`config.mk`:
```
export PLATFORM = sky130hd
export DESIGN_NAME = bbis_mul
export DESIGN_NICKNAME = d
export VERILOG_FILES = /design/src/rtl/core/bbis_mul.sv
export SDC_FILE = /design/constraint.sdc
export NUM_CORES = 2
export LEC_CHECK = 0
export ABC_AREA = 1
export CAP_MARGIN = 15
export CORE_UTILIZATION = 49
export CTS_BUF_LIST = sky130_fd_sc_hd__clkbuf_2 sky130_fd_sc_hd__clkbuf_4 sky130_fd_sc_hd__clkbuf_8
export CTS_CLUSTER_DIAMETER = 50
export DETAILED_ROUTE_END_ITERATION = 8
export DONT_BUFFER_PORTS = 1
export HOLD_SLACK_MARGIN = 0.03
export PLACE_DENSITY = 0.75
export SKIP_CTS_REPAIR_TIMING = 1
export SYNTH_ARGS = -nofsm -noshare
export SYNTH_HDL_FRONTEND = slang
export SYNTH_SLANG_ARGS = --single-unit
```
`constraint.sdc`:
```
create_clock -name clk -period 13.98 [get_ports clk]
set_clock_uncertainty 0.15 [all_clocks]
set_input_delay 2.796 -clock clk [delete_from_list [all_inputs] [get_ports clk]]
set_output_delay 2.796 -clock clk [all_outputs]
set_load 0.02 [all_outputs]
```
`src/rtl/core/bbis_mul.sv`:
```
// Shared registered multiplier: signed operand times unsigned weight.
// Depends on nothing; used by the scaler sequencer for every product.
module bbis_mul #(
  parameter int AW = 36,
  parameter int BW = 17
) (
  input  logic                    clk,
  input  logic signed [AW-1:0]    a,
  input  logic        [BW-1:0]    b,
  output logic signed [AW+BW:0]   p
);

  always_ff @(posedge clk) begin
    p <= (AW+BW+1)'(a) * (AW+BW+1)'($signed({1'b0, b}));
  end

endmodule

```
==> results_dict.tcl <==
set metrics [dict create \
    status "finished, final reports clean" \
    worst_slack_ps 6060 \
    critPathSlowestCell "fa_1" \
    clock_sinks 54 \
    cp_max_fo 36 \
    antenna_found_initial 0 \
    max_freq_ghz 0.126 \
    firstDrtPassIters 6 \
    ys_seq_area_frac 0.0441 \
    area_delta_synth_final_pct 1.64 \
    hold_depth 2 \
    timing.final.crit_share 0.566 \
    path_depth 20 \
    cts_tree "done" \
    worstPathArrival_ps 8040 \
    setup_viol_count_final 0 \
    grt_start_max_net_pins 37 \
    finalMaxSlewViolations 0 \
    drv_cap 0 \
    largest_reg_flops 54 \
    drcViolationCount 0 \
    num_rows 81 \
    cts-root-buf "clkbuf_8" \
    num-fill-cells 4812 \
    wl_mm 61.0 \
    antenna_left 0 \
    start_util 0.499 \
    worstPathRequired_ps 14100 \
    synth_warnings 0 \
    cts_buffers 5 \
    die_area_sq_um 50900 \
    maxSlewHeadroom 0.607 \
    place_area_sq_um 24800 \
    finalCriticalPeriod_ps 7920 \
    regMostFlops "p" \
    tns_ps 0 \
    yosysUniqueCellTypes 27 \
    min_to "p[0]" \
    hold_violations 0 \
    grt_pass1_wl_mm 103 \
    rsz0062_at_grt "false" \
    crit_path_end_kind "flop" \
    fin_nets 3965 \
    grt_pass1_vias 20300 \
    hp-start "a[0]" \
    hp-class "input port to flop" \
    drtIter0Drc 1431 \
    drive_gt1_frac 0.0240 \
    cp_top_family "adder cells" \
    critPathMaxStageDelay_ps 900 \
    grt_overflow_total 0 \
    viasPerCell 4.88 \
    portBuffers 0 \
    avgSynthCellArea_sq_um 7.35 \
    core_sq_um 49200 \
    cts_buffer_depth 2 \
    syn_nets 4098 \
    top_regs "p (54)" \
    n_antenna_cell 0 \
    vias 18900 \
    syn_inst 3337 \
    die_y_um 226 \
    tightestPinTransition_ps 588 \
    clkTransAtPathRegs_ps 140 \
    path_class "input port to flop" \
    grtUsageTotal 0.259 \
    cp_cell_sequence "nand2_1 > inv_1 > fa_1 > fa_1 > fa_1 > fa_1 > fa_1 > inv_1 > fa_1 > inv_1 > ha_1 > nand2_1 > inv_1 > nand2_1 > nor3_1 > nand2_1 > nor2_1 > nand2_1 > nand4_1 > nand2_1" \
    stdcell_area_sq_um 24900 \
    wire_per_inst_um 15.8 \
    yosys_register_bits 54 \
    cp-start-kind "input port" \
    synth_area_sq_um 24500 \
    die_w_um 226 \
    ctsHtreeMaxLevel 2 \
    dp_hpwl_mm 51.0 \
    io-pin-count 108 \
    cp_num_buf_inv 4 \
    gp_congestion 0.952 \
    pre_cts_ws_ps 5720 \
]
[kinds of logic (layout without fill, tap and decap cells)]
kind of cell             count (synthesis)  after routing  share of synthesized area
AO/OA/AOI/OAI                           48             48                     0.0102
XOR/XNOR                                29             29                     0.0104
adder cells (fa/ha/maj)                707            707                      0.539
buffers and inverters                 1286           1154                      0.197
flip-flops                              54             54                     0.0441
AND/OR/NAND/NOR                       1213           1213                      0.200
[area by class of cell]
class                           count  area (sq um)  share of cell area
Sequential cell                    54          1080              0.0434
Clock buffer                        5          68.8             0.00276
Multi-Input combinational cell   1997         18600               0.747
Clock inverter                      3          28.8             0.00115
Inverter                         1146          4300               0.173
Tap cell                          664           831              0.0333
[cells in the mapped netlist, drive strengths merged]
library cell	number	share of area
a21o	1	0.00031
a21oi	38	0.0078
clkbuf	140	0.021
dfxtp	54	0.044
fa	581	0.47
ha	126	0.064
inv	1146	0.18
nand2	1059	0.16
nand3	48	0.010
nand3b	4	0.0017
nand4	17	0.0043
nor2	69	0.015
nor3	15	0.0047
o211ai	1	0.00031
o21ai	6	0.0012
o21bai	2	0.00061
or2	1	0.00026
xnor2	4	0.0014
xor2	25	0.0089
[worst max path at each step]
stage	start	to	slack, ps
floorplan	a[35]	p[53]	5710
global placement	b[3]	p[46]	5840
detailed placement	b[3]	p[51]	5720
CTS	b[3]	p[53]	6100
global route	b[3]	p[53]	5730
finish	b[3]	p[46]	6060
[layout by cell type, fill, tap and decap left out]
cell type / netlist / routed
xnor2_1: 4 / 4
nand4_1: 17 / 17
o21ai_1: 1 / 1
o21ai_0: 5 / 5
clkbuf_8: 0 / 5
xor2_1: 25 / 25
inv_1: 1132 / 1132
inv_6: 0 / 1
nor2_1: 44 / 44
ha_1: 126 / 126
nand2_2: 18 / 18
fa_1: 581 / 581
a21o_1: 1 / 1
nand3_1: 46 / 46
nor2_2: 18 / 18
nor2_4: 7 / 7
nand3b_1: 3 / 3
nor3_2: 8 / 8
inv_2: 14 / 14
nand3_2: 2 / 2
o21bai_1: 2 / 2
nand2_1: 1041 / 1041
a21oi_1: 38 / 38
or2_2: 1 / 1
dfxtp_1: 54 / 54
clkinv_4: 0 / 1
nor3_1: 7 / 7
nand3b_4: 1 / 1
o211ai_1: 1 / 1
inv_8: 0 / 1
[stage by stage]
step / utilization / std cells / hold WS [ps]
finish: 0.507 / 3869 / 2410
floorplan: - / 3337 / 2950
CTS: 0.507 / 3869 / 2410
global placement: 0.505 / 3861 / 2760
detailed placement: 0.505 / 3861 / 2760
global route: 0.507 / 3869 / 2410
[layer usage]
| metal | GRT usage | share of wire | vias up |
|---|---|---|---|
| met1 | 0.321 | 0.39 | 9278 |
| met4 | 0.0788 | 0.031 | 0 |
| li1 | - | - | 8765 |
| met5 | 0 | 0 | - |
| met3 | 0.0295 | 0.071 | 128 |
| met2 | 0.469 | 0.51 | 692 |
Power is not shown: default switching activity piles up to over one toggle a cycle in this logic, so the estimate is an artifact.
